## config.mk

```make
export PLATFORM = sky130hd
export DESIGN_NAME = mcs51_instruction_predecoder_flat
export DESIGN_NICKNAME = d
export VERILOG_FILES = /design/src/rtl/core/mcs51pd_pkg.sv /design/src/rtl/core/mcs51pd_if.sv /design/src/rtl/core/mcs51_instruction_predecoder.sv /design/src/rtl/core/mcs51pd_arg_dec.sv /design/src/flat_wrapper.sv
export SDC_FILE = /design/constraint.sdc
export NUM_CORES = 1
export LEC_CHECK = 0
export ABC_AREA = 1
export ABC_CLOCK_PERIOD_IN_PS = 7920
export BUFFER_PORTS_ARGS = -buffer_cell sky130_fd_sc_hd__buf_2
export CORE_ASPECT_RATIO = 2
export CORE_MARGIN = 1
export CORE_UTILIZATION = 50
export DETAILED_ROUTE_END_ITERATION = 6
export GPL_ROUTABILITY_DRIVEN = 0
export GPL_TIMING_DRIVEN = 1
export PLACE_DENSITY = 0.74
export SKIP_LAST_GASP = 1
export SLEW_MARGIN = 10
export SYNTH_ARGS = -nofsm -noshare
export SYNTH_HDL_FRONTEND = slang
export SYNTH_SLANG_ARGS = --single-unit
```

## constraint.sdc

```tcl
create_clock -name clk -period 7.92 [get_ports clk]
set_clock_uncertainty 0.05 [all_clocks]
set_input_delay 0.792 -clock clk [delete_from_list [all_inputs] [get_ports clk]]
set_output_delay 0.792 -clock clk [all_outputs]
set_load 0.01 [all_outputs]
```

## src/rtl/core/mcs51pd_pkg.sv

```systemverilog
`timescale 1ns / 1ps

package mcs51pd_pkg;

  // Argument kinds as they appear on the result channel.
  typedef enum logic [3:0] {
    KIND_NONE    = 4'd0,
    KIND_ADDR11  = 4'd1,
    KIND_ADDR16  = 4'd2,
    KIND_DIRECT  = 4'd3,
    KIND_IMMED   = 4'd4,
    KIND_IMMED16 = 4'd5,
    KIND_BIT     = 4'd6,
    KIND_REL     = 4'd7,
    KIND_IMPL    = 4'd8
  } arg_kind_t;

  // One entry of the opcode decode table.
  typedef struct packed {
    logic [1:0] len;
    arg_kind_t  k1;
    arg_kind_t  k2;
    logic       jump;
    logic       cond;
  } dec_entry_t;

  localparam logic [19:0] PAGE_MASK        = 20'h0FF800;
  localparam logic [7:0]  ADDR11_PAGE_BITS = 8'hE0;
  localparam logic [15:0] BANK_SIZE        = 16'h4000;
  localparam logic [19:0] BANK0_BASE       = 20'h10000;
  localparam logic [19:0] BANK1_BASE       = 20'h14000;
  localparam logic [19:0] BANK2_BASE       = 20'h18000;
  localparam logic [19:0] BANK3_BASE       = 20'h1C000;

  localparam dec_entry_t ENT_O1 =
    '{len: 2'd1, k1: KIND_NONE, k2: KIND_NONE, jump: 1'b0, cond: 1'b0};
  localparam dec_entry_t ENT_AJ =
    '{len: 2'd2, k1: KIND_ADDR11, k2: KIND_NONE, jump: 1'b1, cond: 1'b0};
  localparam dec_entry_t ENT_AC =
    '{len: 2'd2, k1: KIND_ADDR11, k2: KIND_NONE, jump: 1'b0, cond: 1'b1};
  localparam dec_entry_t ENT_LJMP =
    '{len: 2'd3, k1: KIND_ADDR16, k2: KIND_NONE, jump: 1'b1, cond: 1'b0};
  localparam dec_entry_t ENT_LCALL =
    '{len: 2'd3, k1: KIND_ADDR16, k2: KIND_NONE, jump: 1'b0, cond: 1'b1};
  localparam dec_entry_t ENT_SJMP =
    '{len: 2'd2, k1: KIND_REL, k2: KIND_NONE, jump: 1'b1, cond: 1'b0};
  localparam dec_entry_t ENT_RC =
    '{len: 2'd2, k1: KIND_REL, k2: KIND_NONE, jump: 1'b0, cond: 1'b1};
  localparam dec_entry_t ENT_D2 =
    '{len: 2'd2, k1: KIND_DIRECT, k2: KIND_NONE, jump: 1'b0, cond: 1'b0};
  localparam dec_entry_t ENT_I2 =
    '{len: 2'd2, k1: KIND_IMMED, k2: KIND_NONE, jump: 1'b0, cond: 1'b0};
  localparam dec_entry_t ENT_B2 =
    '{len: 2'd2, k1: KIND_BIT, k2: KIND_NONE, jump: 1'b0, cond: 1'b0};
  localparam dec_entry_t ENT_DX =
    '{len: 2'd2, k1: KIND_DIRECT, k2: KIND_IMPL, jump: 1'b0, cond: 1'b0};
  localparam dec_entry_t ENT_DI =
    '{len: 2'd3, k1: KIND_DIRECT, k2: KIND_IMMED, jump: 1'b0, cond: 1'b0};
  localparam dec_entry_t ENT_DD =
    '{len: 2'd3, k1: KIND_DIRECT, k2: KIND_DIRECT, jump: 1'b0, cond: 1'b0};
  localparam dec_entry_t ENT_DPTR =
    '{len: 2'd3, k1: KIND_IMMED16, k2: KIND_NONE, jump: 1'b0, cond: 1'b0};
  localparam dec_entry_t ENT_BX =
    '{len: 2'd2, k1: KIND_BIT, k2: KIND_IMPL, jump: 1'b0, cond: 1'b0};
  localparam dec_entry_t ENT_BR =
    '{len: 2'd3, k1: KIND_BIT, k2: KIND_REL, jump: 1'b0, cond: 1'b1};
  localparam dec_entry_t ENT_IR =
    '{len: 2'd3, k1: KIND_IMMED, k2: KIND_REL, jump: 1'b0, cond: 1'b1};
  localparam dec_entry_t ENT_DR =
    '{len: 2'd3, k1: KIND_DIRECT, k2: KIND_REL, jump: 1'b0, cond: 1'b1};

  // Opcode decode table. AJMP/ACALL sit in every row at low nibble 1; the
  // register-indexed columns (low nibble 6 and up) repeat within a row, except row D, which splits at low nibble 8.
  function automatic dec_entry_t decode_entry(input logic [7:0] op);
    dec_entry_t e;
    e = ENT_O1;
    if (op[3:0] == 4'h1) begin
      e = op[4] ? ENT_AC : ENT_AJ;
    end else if (op[3:0] >= 4'h6) begin
      unique case (op[7:4])
        4'h7:    e = ENT_I2;
        4'h8:    e = ENT_DX;
        4'hA:    e = ENT_D2;
        4'hB:    e = ENT_IR;
        4'hD:    e = op[3] ? ENT_RC : ENT_O1;
        default: e = ENT_O1;
      endcase
    end else begin
      unique case (op)
        8'h02: e = ENT_LJMP;
        8'h05: e = ENT_D2;
        8'h10: e = ENT_BR;
        8'h12: e = ENT_LCALL;
        8'h15: e = ENT_D2;
        8'h20: e = ENT_BR;
        8'h24: e = ENT_I2;
        8'h25: e = ENT_D2;
        8'h30: e = ENT_BR;
        8'h34: e = ENT_I2;
        8'h35: e = ENT_D2;
        8'h40: e = ENT_RC;
        8'h42: e = ENT_DX;
        8'h43: e = ENT_DI;
        8'h44: e = ENT_I2;
        8'h45: e = ENT_D2;
        8'h50: e = ENT_RC;
        8'h52: e = ENT_DX;
        8'h53: e = ENT_DI;
        8'h54: e = ENT_I2;
        8'h55: e = ENT_D2;
        8'h60: e = ENT_RC;
        8'h62: e = ENT_DX;
        8'h63: e = ENT_DI;
        8'h64: e = ENT_I2;
        8'h65: e = ENT_D2;
        8'h70: e = ENT_RC;
        8'h72: e = ENT_B2;
        8'h74: e = ENT_I2;
        8'h75: e = ENT_DI;
        8'h80: e = ENT_SJMP;
        8'h82: e = ENT_B2;
        8'h85: e = ENT_DD;
        8'h90: e = ENT_DPTR;
        8'h92: e = ENT_BX;
        8'h94: e = ENT_I2;
        8'h95: e = ENT_D2;
        8'hA0: e = ENT_B2;
        8'hA2: e = ENT_B2;
        8'hB0: e = ENT_B2;
        8'hB2: e = ENT_B2;
        8'hB4: e = ENT_IR;
        8'hB5: e = ENT_DR;
        8'hC0: e = ENT_D2;
        8'hC2: e = ENT_B2;
        8'hC5: e = ENT_D2;
        8'hD0: e = ENT_D2;
        8'hD2: e = ENT_B2;
        8'hD5: e = ENT_DR;
        8'hE5: e = ENT_D2;
        8'hF5: e = ENT_DX;
        default: e = ENT_O1;
      endcase
    end
    return e;
  endfunction

  function automatic logic is_target_kind(input arg_kind_t k);
    return (k == KIND_ADDR11) || (k == KIND_ADDR16) || (k == KIND_REL);
  endfunction

  function automatic logic uses_byte(input arg_kind_t k);
    return (k != KIND_NONE) && (k != KIND_IMPL);
  endfunction

endpackage

```

## src/rtl/core/mcs51pd_if.sv

```systemverilog
`timescale 1ns / 1ps

interface mcs51pd_in_if;
  logic        valid;
  logic        ready;
  logic [7:0]  opcode;
  logic [7:0]  second_byte;
  logic [7:0]  third_byte;
  logic [19:0] instr_address;
  logic [1:0]  bytes_left;

  modport source (
    output valid, opcode, second_byte, third_byte, instr_address, bytes_left,
    input  ready
  );
  modport sink (
    input  valid, opcode, second_byte, third_byte, instr_address, bytes_left,
    output ready
  );
endinterface

interface mcs51pd_out_if;
  logic               valid;
  logic               ready;
  logic [1:0]         instr_length;
  logic [3:0]         first_kind;
  logic [3:0]         second_kind;
  logic signed [21:0] first_value;
  logic signed [21:0] second_value;
  logic               is_jump;
  logic               is_cond_jump;
  logic               has_target;
  logic signed [21:0] target_address;
  logic               out_of_data;

  modport source (
    output valid, instr_length, first_kind, second_kind, first_value, second_value,
           is_jump, is_cond_jump, has_target, target_address, out_of_data,
    input  ready
  );
  modport sink (
    input  valid, instr_length, first_kind, second_kind, first_value, second_value,
           is_jump, is_cond_jump, has_target, target_address, out_of_data,
    output ready
  );
endinterface

```

## src/rtl/core/mcs51_instruction_predecoder.sv

```systemverilog
`timescale 1ns / 1ps

// Length and branch-target predecoder for one 8051 instruction.
//
// in_chan carries one request per instruction: the opcode byte, the two bytes
// that follow it, the code address of the opcode and how many bytes are
// available (saturated at three). out_chan returns one result per request:
// length, argument kinds and values, jump flags and the branch target. When
// fewer bytes are available than the instruction needs, only the length and
// the out-of-data flag are set and every other field is zero.
//
// The datapath has three register stages: table lookup and next-address add,
// argument decode, then target selection into the output register. A new
// request is taken every cycle unless out_chan stalls with all stages full.
// Each stage carries its own valid bit; when out_chan stalls, full stages
// hold and empty stages keep filling, so in_chan.ready drops only once all
// three stages hold waiting work. Reset clears the valid bits only; the data
// registers are not reset.
module mcs51_instruction_predecoder (
  input logic                 clk,
  input logic                 rst_n,
  mcs51pd_in_if.sink          in_chan,
  mcs51pd_out_if.source       out_chan
);
  import mcs51pd_pkg::*;

  // Stage handshake: a stage can load when it is empty or its contents move on.
  logic s1_rdy;
  logic s2_rdy;
  logic out_rdy;

  // Stage 1: table entry and fall-through address.
  logic        s1_vld_r;
  logic [7:0]  s1_op_r;
  logic [7:0]  s1_b1_r;
  logic [7:0]  s1_b2_r;
  logic [19:0] s1_addr_r;
  dec_entry_t  s1_ent_r;
  logic [20:0] s1_next_r;
  logic        s1_ood_r;
  dec_entry_t  s1_ent_nxt;
  logic [20:0] s1_next_nxt;
  logic        s1_ood_nxt;

  // Stage 2: decoded argument values.
  logic               s2_vld_r;
  dec_entry_t         s2_ent_r;
  logic               s2_ood_r;
  logic signed [21:0] s2_v1_r;
  logic signed [21:0] s2_v2_r;
  logic signed [21:0] s2_v1_nxt;
  logic signed [21:0] s2_v2_nxt;
  logic [7:0]         arg2_b0;
  logic [7:0]         arg2_b1;

  // Output register.
  logic               out_vld_r;
  logic [1:0]         out_len_r;
  logic [3:0]         out_k1_r;
  logic [3:0]         out_k2_r;
  logic signed [21:0] out_v1_r;
  logic signed [21:0] out_v2_r;
  logic               out_jump_r;
  logic               out_cond_r;
  logic               out_has_r;
  logic signed [21:0] out_tgt_r;
  logic               out_ood_r;
  logic               out_has_nxt;
  logic signed [21:0] out_tgt_nxt;

  assign out_rdy       = !out_vld_r || out_chan.ready;
  assign s2_rdy        = !s2_vld_r || out_rdy;
  assign s1_rdy        = !s1_vld_r || s2_rdy;
  assign in_chan.ready = s1_rdy;

  always_ff @(posedge clk) begin
    if (!rst_n) begin
      s1_vld_r  <= 1'b0;
      s2_vld_r  <= 1'b0;
      out_vld_r <= 1'b0;
    end else begin
      if (s1_rdy) begin
        s1_vld_r <= in_chan.valid;
      end
      if (s2_rdy) begin
        s2_vld_r <= s1_vld_r;
      end
      if (out_rdy) begin
        out_vld_r <= s2_vld_r;
      end
    end
  end

  // ---------------- Stage 1 ----------------
  always_comb begin
    s1_ent_nxt  = decode_entry(in_chan.opcode);
    s1_next_nxt = {1'b0, in_chan.instr_address} + {19'd0, s1_ent_nxt.len};
    s1_ood_nxt  = in_chan.bytes_left < s1_ent_nxt.len;
  end

  always_ff @(posedge clk) begin
    if (s1_rdy && in_chan.valid) begin
      s1_op_r   <= in_chan.opcode;
      s1_b1_r   <= in_chan.second_byte;
      s1_b2_r   <= in_chan.third_byte;
      s1_addr_r <= in_chan.instr_address;
      s1_ent_r  <= s1_ent_nxt;
      s1_next_r <= s1_next_nxt;
      s1_ood_r  <= s1_ood_nxt;
    end
  end

  // ---------------- Stage 2 ----------------
  // The second argument starts after a first one that takes operand bytes.
  // A two-byte first argument never has a second one, so at most one byte
  // is skipped; past the third byte the operand reads as zero.
  always_comb begin
    if (uses_byte(s1_ent_r.k1)) begin
      arg2_b0 = s1_b2_r;
      arg2_b1 = 8'd0;
    end else begin
      arg2_b0 = s1_b1_r;
      arg2_b1 = s1_b2_r;
    end
  end

  mcs51pd_arg_dec u_arg1 (
    .kind      (s1_ent_r.k1),
    .b0        (s1_b1_r),
    .b1        (s1_b2_r),
    .opcode    (s1_op_r),
    .addr      (s1_addr_r),
    .next_addr (s1_next_r),
    .value     (s2_v1_nxt)
  );

  mcs51pd_arg_dec u_arg2 (
    .kind      (s1_ent_r.k2),
    .b0        (arg2_b0),
    .b1        (arg2_b1),
    .opcode    (s1_op_r),
    .addr      (s1_addr_r),
    .next_addr (s1_next_r),
    .value     (s2_v2_nxt)
  );

  always_ff @(posedge clk) begin
    if (s2_rdy && s1_vld_r) begin
      s2_ent_r <= s1_ent_r;
      s2_ood_r <= s1_ood_r;
      s2_v1_r  <= s2_v1_nxt;
      s2_v2_r  <= s2_v2_nxt;
    end
  end

  // ---------------- Stage 3 ----------------
  // The later target-kind argument supplies the branch target.
  always_comb begin
    out_has_nxt = is_target_kind(s2_ent_r.k1) || is_target_kind(s2_ent_r.k2);
    if (is_target_kind(s2_ent_r.k2)) begin
      out_tgt_nxt = s2_v2_r;
    end else if (is_target_kind(s2_ent_r.k1)) begin
      out_tgt_nxt = s2_v1_r;
    end else begin
      out_tgt_nxt = '0;
    end
  end

  // An instruction running past the available bytes reports only its length.
  always_ff @(posedge clk) begin
    if (out_rdy && s2_vld_r) begin
      out_len_r <= s2_ent_r.len;
      out_ood_r <= s2_ood_r;
      if (s2_ood_r) begin
        out_k1_r   <= KIND_NONE;
        out_k2_r   <= KIND_NONE;
        out_v1_r   <= '0;
        out_v2_r   <= '0;
        out_jump_r <= 1'b0;
        out_cond_r <= 1'b0;
        out_has_r  <= 1'b0;
        out_tgt_r  <= '0;
      end else begin
        out_k1_r   <= s2_ent_r.k1;
        out_k2_r   <= s2_ent_r.k2;
        out_v1_r   <= s2_v1_r;
        out_v2_r   <= s2_v2_r;
        out_jump_r <= s2_ent_r.jump;
        out_cond_r <= s2_ent_r.cond;
        out_has_r  <= out_has_nxt;
        out_tgt_r  <= out_tgt_nxt;
      end
    end
  end

  assign out_chan.valid          = out_vld_r;
  assign out_chan.instr_length   = out_len_r;
  assign out_chan.first_kind     = out_k1_r;
  assign out_chan.second_kind    = out_k2_r;
  assign out_chan.first_value    = out_v1_r;
  assign out_chan.second_value   = out_v2_r;
  assign out_chan.is_jump        = out_jump_r;
  assign out_chan.is_cond_jump   = out_cond_r;
  assign out_chan.has_target     = out_has_r;
  assign out_chan.target_address = out_tgt_r;
  assign out_chan.out_of_data    = out_ood_r;

  // ---------------- Assertions ----------------
  a_ood_blank: assert property (@(posedge clk) disable iff (!rst_n)
    out_vld_r && out_ood_r |-> out_k1_r == KIND_NONE && out_k2_r == KIND_NONE &&
      out_v1_r == '0 && out_v2_r == '0 && !out_has_r && out_tgt_r == '0 &&
      !out_jump_r && !out_cond_r)
    else $error("out-of-data result carries decoded fields");

  a_target_flag: assert property (@(posedge clk) disable iff (!rst_n)
    out_vld_r && !out_ood_r |-> out_has_r == (
      out_k1_r == KIND_ADDR11 || out_k1_r == KIND_ADDR16 || out_k1_r == KIND_REL ||
      out_k2_r == KIND_ADDR11 || out_k2_r == KIND_ADDR16 || out_k2_r == KIND_REL))
    else $error("has_target disagrees with argument kinds");

  a_length_valid: assert property (@(posedge clk) disable iff (!rst_n)
    out_vld_r |-> out_len_r != 2'd0 && !(out_jump_r && out_cond_r))
    else $error("bad length or both jump flags set");

  a_s2_holds: assert property (@(posedge clk) disable iff (!rst_n)
    s2_vld_r && !out_rdy |=> s2_vld_r && $stable(s2_v1_r) && $stable(s2_v2_r))
    else $error("stage 2 lost its contents during a stall");

  a_s1_moves: assert property (@(posedge clk) disable iff (!rst_n)
    s1_vld_r && s2_rdy |=> s2_vld_r)
    else $error("stage 1 request dropped on its way to stage 2");

endmodule

```

## src/rtl/core/mcs51pd_arg_dec.sv

```systemverilog
`timescale 1ns / 1ps

// Decodes one instruction argument from its operand bytes.
module mcs51pd_arg_dec (
  input  mcs51pd_pkg::arg_kind_t kind,
  input  logic [7:0]             b0,
  input  logic [7:0]             b1,
  input  logic [7:0]             opcode,
  input  logic [19:0]            addr,
  input  logic [20:0]            next_addr,
  output logic signed [21:0]     value
);
  import mcs51pd_pkg::*;

  logic [15:0] raw16;
  logic [19:0] bank_base;
  logic [19:0] addr16;
  logic [19:0] addr11;
  logic [7:0]  page_bits;
  logic [21:0] rel_sum;

  assign raw16     = {b0, b1};
  assign page_bits = opcode & ADDR11_PAGE_BITS;

  // Low 16 KB of a long address is moved into the bank the fetch sits in.
  always_comb begin
    priority if (addr >= BANK3_BASE) begin
      bank_base = BANK3_BASE;
    end else if (addr >= BANK2_BASE) begin
      bank_base = BANK2_BASE;
    end else if (addr >= BANK1_BASE) begin
      bank_base = BANK1_BASE;
    end else if (addr >= BANK0_BASE) begin
      bank_base = BANK0_BASE;
    end else begin
      bank_base = '0;
    end
  end

  assign addr16 = (raw16 < BANK_SIZE) ? (bank_base + {4'd0, raw16}) : {4'd0, raw16};

  // Page bits, operand byte and page number occupy disjoint bit ranges.
  assign addr11  = (next_addr[19:0] & PAGE_MASK) | {9'd0, page_bits[7:5], b0};
  assign rel_sum = {1'b0, next_addr} + {{14{b0[7]}}, b0};

  always_comb begin
    unique case (kind)
      KIND_ADDR11:  value = signed'({2'd0, addr11});
      KIND_ADDR16:  value = signed'({2'd0, addr16});
      KIND_DIRECT,
      KIND_IMMED,
      KIND_BIT:     value = signed'({14'd0, b0});
      KIND_IMMED16: value = signed'({6'd0, raw16});
      KIND_REL:     value = signed'(rel_sum);
      default:      value = '0;
    endcase
  end

endmodule
```

## src/flat_wrapper.sv

```systemverilog
// flat-port wrapper written by rule: the top's interface ports become plain ports
module mcs51_instruction_predecoder_flat import mcs51pd_pkg::*;
  (clk, rst_n, in_chan_valid, in_chan_opcode, in_chan_second_byte, in_chan_third_byte, in_chan_instr_address, in_chan_bytes_left, in_chan_ready, out_chan_valid, out_chan_instr_length, out_chan_first_kind, out_chan_second_kind, out_chan_first_value, out_chan_second_value, out_chan_is_jump, out_chan_is_cond_jump, out_chan_has_target, out_chan_target_address, out_chan_out_of_data, out_chan_ready);
  mcs51pd_in_if in_chan_i ();
  mcs51pd_out_if out_chan_i ();
  input logic clk;
  input logic rst_n;
  input wire logic [$bits(in_chan_i.valid)-1:0] in_chan_valid;
  input wire logic [$bits(in_chan_i.opcode)-1:0] in_chan_opcode;
  input wire logic [$bits(in_chan_i.second_byte)-1:0] in_chan_second_byte;
  input wire logic [$bits(in_chan_i.third_byte)-1:0] in_chan_third_byte;
  input wire logic [$bits(in_chan_i.instr_address)-1:0] in_chan_instr_address;
  input wire logic [$bits(in_chan_i.bytes_left)-1:0] in_chan_bytes_left;
  output wire logic [$bits(in_chan_i.ready)-1:0] in_chan_ready;
  output wire logic [$bits(out_chan_i.valid)-1:0] out_chan_valid;
  output wire logic [$bits(out_chan_i.instr_length)-1:0] out_chan_instr_length;
  output wire logic [$bits(out_chan_i.first_kind)-1:0] out_chan_first_kind;
  output wire logic [$bits(out_chan_i.second_kind)-1:0] out_chan_second_kind;
  output wire logic [$bits(out_chan_i.first_value)-1:0] out_chan_first_value;
  output wire logic [$bits(out_chan_i.second_value)-1:0] out_chan_second_value;
  output wire logic [$bits(out_chan_i.is_jump)-1:0] out_chan_is_jump;
  output wire logic [$bits(out_chan_i.is_cond_jump)-1:0] out_chan_is_cond_jump;
  output wire logic [$bits(out_chan_i.has_target)-1:0] out_chan_has_target;
  output wire logic [$bits(out_chan_i.target_address)-1:0] out_chan_target_address;
  output wire logic [$bits(out_chan_i.out_of_data)-1:0] out_chan_out_of_data;
  input wire logic [$bits(out_chan_i.ready)-1:0] out_chan_ready;
  assign in_chan_i.valid = in_chan_valid;
  assign in_chan_i.opcode = in_chan_opcode;
  assign in_chan_i.second_byte = in_chan_second_byte;
  assign in_chan_i.third_byte = in_chan_third_byte;
  assign in_chan_i.instr_address = in_chan_instr_address;
  assign in_chan_i.bytes_left = in_chan_bytes_left;
  assign in_chan_ready = in_chan_i.ready;
  assign out_chan_valid = out_chan_i.valid;
  assign out_chan_instr_length = out_chan_i.instr_length;
  assign out_chan_first_kind = out_chan_i.first_kind;
  assign out_chan_second_kind = out_chan_i.second_kind;
  assign out_chan_first_value = out_chan_i.first_value;
  assign out_chan_second_value = out_chan_i.second_value;
  assign out_chan_is_jump = out_chan_i.is_jump;
  assign out_chan_is_cond_jump = out_chan_i.is_cond_jump;
  assign out_chan_has_target = out_chan_i.has_target;
  assign out_chan_target_address = out_chan_i.target_address;
  assign out_chan_out_of_data = out_chan_i.out_of_data;
  assign out_chan_i.ready = out_chan_ready;
  mcs51_instruction_predecoder u_core (.clk(clk), .rst_n(rst_n), .in_chan(in_chan_i), .out_chan(out_chan_i));
endmodule
```

==> results.tsv <==
metric	value	unit
first-pass detailed-route iteration total	5	
synthesis warning total	0	
CTS tree	yes	
Final setup viols	0	
GRT Util Overall	0.2312	
Post-CTS Setup Inserts	0	
sequential area share after synthesis	0.5404	
dpl hpwl	19.19	mm
antenna violations before repair	0	
Core Region	20930	sq um
post-route clock period utilization	0.4828	
Avg WL per Cell	15.33	um
Sinks on Clock Net	193	
asr flop ratio synth	0	
Post-Syn Instances	1168	
slew margin rel.	0.2521	
syn avg cell area	9.134	sq um
IO Pins	132	
Slew @ Worst Pin	1122	ps
H-tree Lvls	4	
outcome	completed	
Post-Syn Area	10670	sq um
Data required, critical path	8160	ps
# rows	75	
hold buffers post-CTS	0	
GR Overflow Total	0	
die area	21960	sq um
post-route ant nets	0	
die width	105.3	um
clock buffer depth	2	
die height	208.6	um
TritonCTS Buffers	17	
clock-pin transition on the worst setup and hold timing paths	70	ps
FMAX	0.2615	GHz
Area Growth Syn to Fin	14.93	%
setup_tns	0	ps
top_reg_cell synth	edfxtp_1	
post-cts repair resize count	0	
Final Hold Fails	0	
total of max-cap violations	0	
EDFF count, synth	190	
clk root buf	clkbuf_16	
met3 Use GR	0.04024	
vias in the first global route	8215	
final worst path period need	3824	ps
Placed Cells	1555	
Synth Register Bits	193	
WP data arrival	4070	ps
first-pass GRT wire length	38.78	mm
ANT cells	0	
vias after detailed routing	8547	
worst-path fanout max	16	
kind of critical path	register to register	
number of buffers added on ports	130	
Worst-Skew Late Latency	450	ps
Post-Route WL	24.31	mm
DR iter-0 viols	373	
RSZ-0062 raised after global routing	no	
Final Max Tran Viols	0	
Critical Path End Type	register	
initial core utilization	0.5098	
layout net count	1406	
grt met1 use	0.2235	
synth unique cells	47	
Finished Layout Cells	1586	
power density over the cells	206.4	nW/um^2
DRC viols	0	
Startpoint Class	register	
IR drop worst, VDD	0.0001821	V
Vias/cell	5.389	
share of cells above drive strength 1	0.1595	
syn_nets	1269	
P_leak	5.454	nW
HP Class	register to register	
maximum number of pins on one net before global-route repair	79	
overall power	2.530	mW
GR peak layer	met2	
met2 GRT Util	0.4351	
[cells in the mapped netlist (2+ instances only)]
master	count	area [sq um]
ha_1	47	588.1
nand2_1	248	930.9
nor2_2	8	50.05
a21oi_1	80	400.4
or2_2	10	62.56
o21ai_0	74	370.4
nand3b_1	4	30.03
o21bai_1	2	15.01
edfxtp_1	190	5705
xor2_1	13	113.9
inv_2	4	15.01
o221ai_1	2	17.52
nor2_1	147	551.8
dfxtp_1	3	60.06
fa_1	4	80.08
a21o_1	3	22.52
a21boi_0	5	37.54
nand4_1	13	81.33
nand2_2	8	50.05
o211ai_1	4	30.03
xnor2_1	7	61.31
inv_1	145	544.3
a32o_1	3	30.03
a22oi_1	10	75.07
nand3_1	76	380.4
o21ai_1	2	10.01
clkbuf_1	17	63.81
a31oi_1	2	12.51
o21a_1	2	15.01
buf_4	2	15.01
nor4_1	3	18.77
nand3_2	5	50.05
nor3_1	11	55.05
[routing by layer]
metal  vias to the layer above  wire (um)
li1                       4252          -
met1                      3899       8557
met2                       297      13280
met3                        99        947
met4                         0       1529
met5                         -          0
[worst max-delay path: stages, from the launching register on]
cell and delay (ps):
edfxtp_1 450, nor2_1 130, inv_1 70, nor2_1 470, inv_1 190, o21ai_0 290
inv_1 310, ha_1 450, nand2_1 120, nor2_1 170, inv_1 70, nor3_1 280
nand4_1 140, nand3_1 210, o21ai_0 110, a21oi_1 140
[kinds of logic (layout without fill, tap and decap cells)]
logic type,count (synthesis),in the layout,share of synthesized area
compound gates,193,193,0.1002
flops,193,193,0.5404
fa+ha+maj,51,51,0.06262
xor+xnor,20,20,0.01642
simple gates,540,540,0.2195
other cells,1,1,0.0003515
buf+inv,170,319,0.06051
[placed cells by master, fill, tap and decap left out, types with 5 or more instances in the layout]
cell and instances:
nor2_2 8, a21boi_0 5, inv_1 143, nand2_1 248, nor2_1 147, inv_2 6
ha_1 47, xnor2_1 7, or2_2 10, nor3_1 10, buf_4 8, buf_2 130
nand3_1 76, xor2_1 13, edfxtp_1 190, a22oi_1 10, nand2_2 8, nand3_2 5
a21oi_1 79, nand4_1 13, o21ai_0 74, clkbuf_16 17
[stage by stage]
stage	hold slack, ps	setup slack, ps	util	area [sq um]
2_1_floorplan	350.3	2742	-	10670
3_3_place_gp	353.7	4130	0.5567	11650
3_5_place_dp	359.8	4078	0.5567	11650
4_1_cts	376.9	4175	0.5859	12260
5_1_grt	380.8	3747	0.5859	12260
6_report	376.3	4096	0.5859	12260
[flip-flops by register name (all words and copies together), names as in the netlist, 2 cells and up]
| name | flops |
|---|---|
| u_core.s1_next_r | 21 |
| u_core.s1_b2_r | 8 |
| u_core.s1_ent_r | 10 |
| u_core.out_chan.target_address | 22 |
| u_core.out_chan.first_value | 22 |
| u_core.s1_b1_r | 8 |
| u_core.out_chan.instr_length | 2 |
| u_core.out_chan.first_kind | 3 |
| u_core.s2_v1_r | 22 |
| u_core.s2_v2_r | 22 |
| u_core.s1_addr_r | 6 |
| u_core.out_chan.second_value | 22 |
| u_core.s2_ent_r | 10 |
| u_core.out_chan.second_kind | 3 |
| u_core.s1_op_r | 3 |
[where the power goes]
group / switching (mW) / internal [mW]
clock: 0.367 / 0.526
sequential: 0.0235 / 1.18
combinational: 0.297 / 0.139
[cell type report]
cell class                 instances  area [sq um]
clock inverter                    14         186.4
multi-input combinational        805          4274
fill                            1845          8665
timing repair buffer             138         710.7
inverter                         150         563.0
tap                              269         336.6
sequential                       193          5766
clock buffer                      17         425.4
[path summary, 6_finish.rpt]
check / startpoint / endpoint / slack (ps) / cells past startpoint
max: u_core.s1_ent_r[8]$_SDFFCE_PP0P_ / u_core.s2_v2_r[18]$_DFFE_PP_ / 4100 / 15
min: u_core.s1_ent_r[10]$_DFFE_PP_ / u_core.s2_ent_r[10]$_DFFE_PP_ / 380 / 0
max reg2reg: u_core.s1_ent_r[8]$_SDFFCE_PP0P_ / u_core.s2_v2_r[18]$_DFFE_PP_ / 4100 / 15
min reg2reg: u_core.s1_ent_r[10]$_DFFE_PP_ / u_core.s2_ent_r[10]$_DFFE_PP_ / 380 / 0
(Power assumes the default switching activity.)
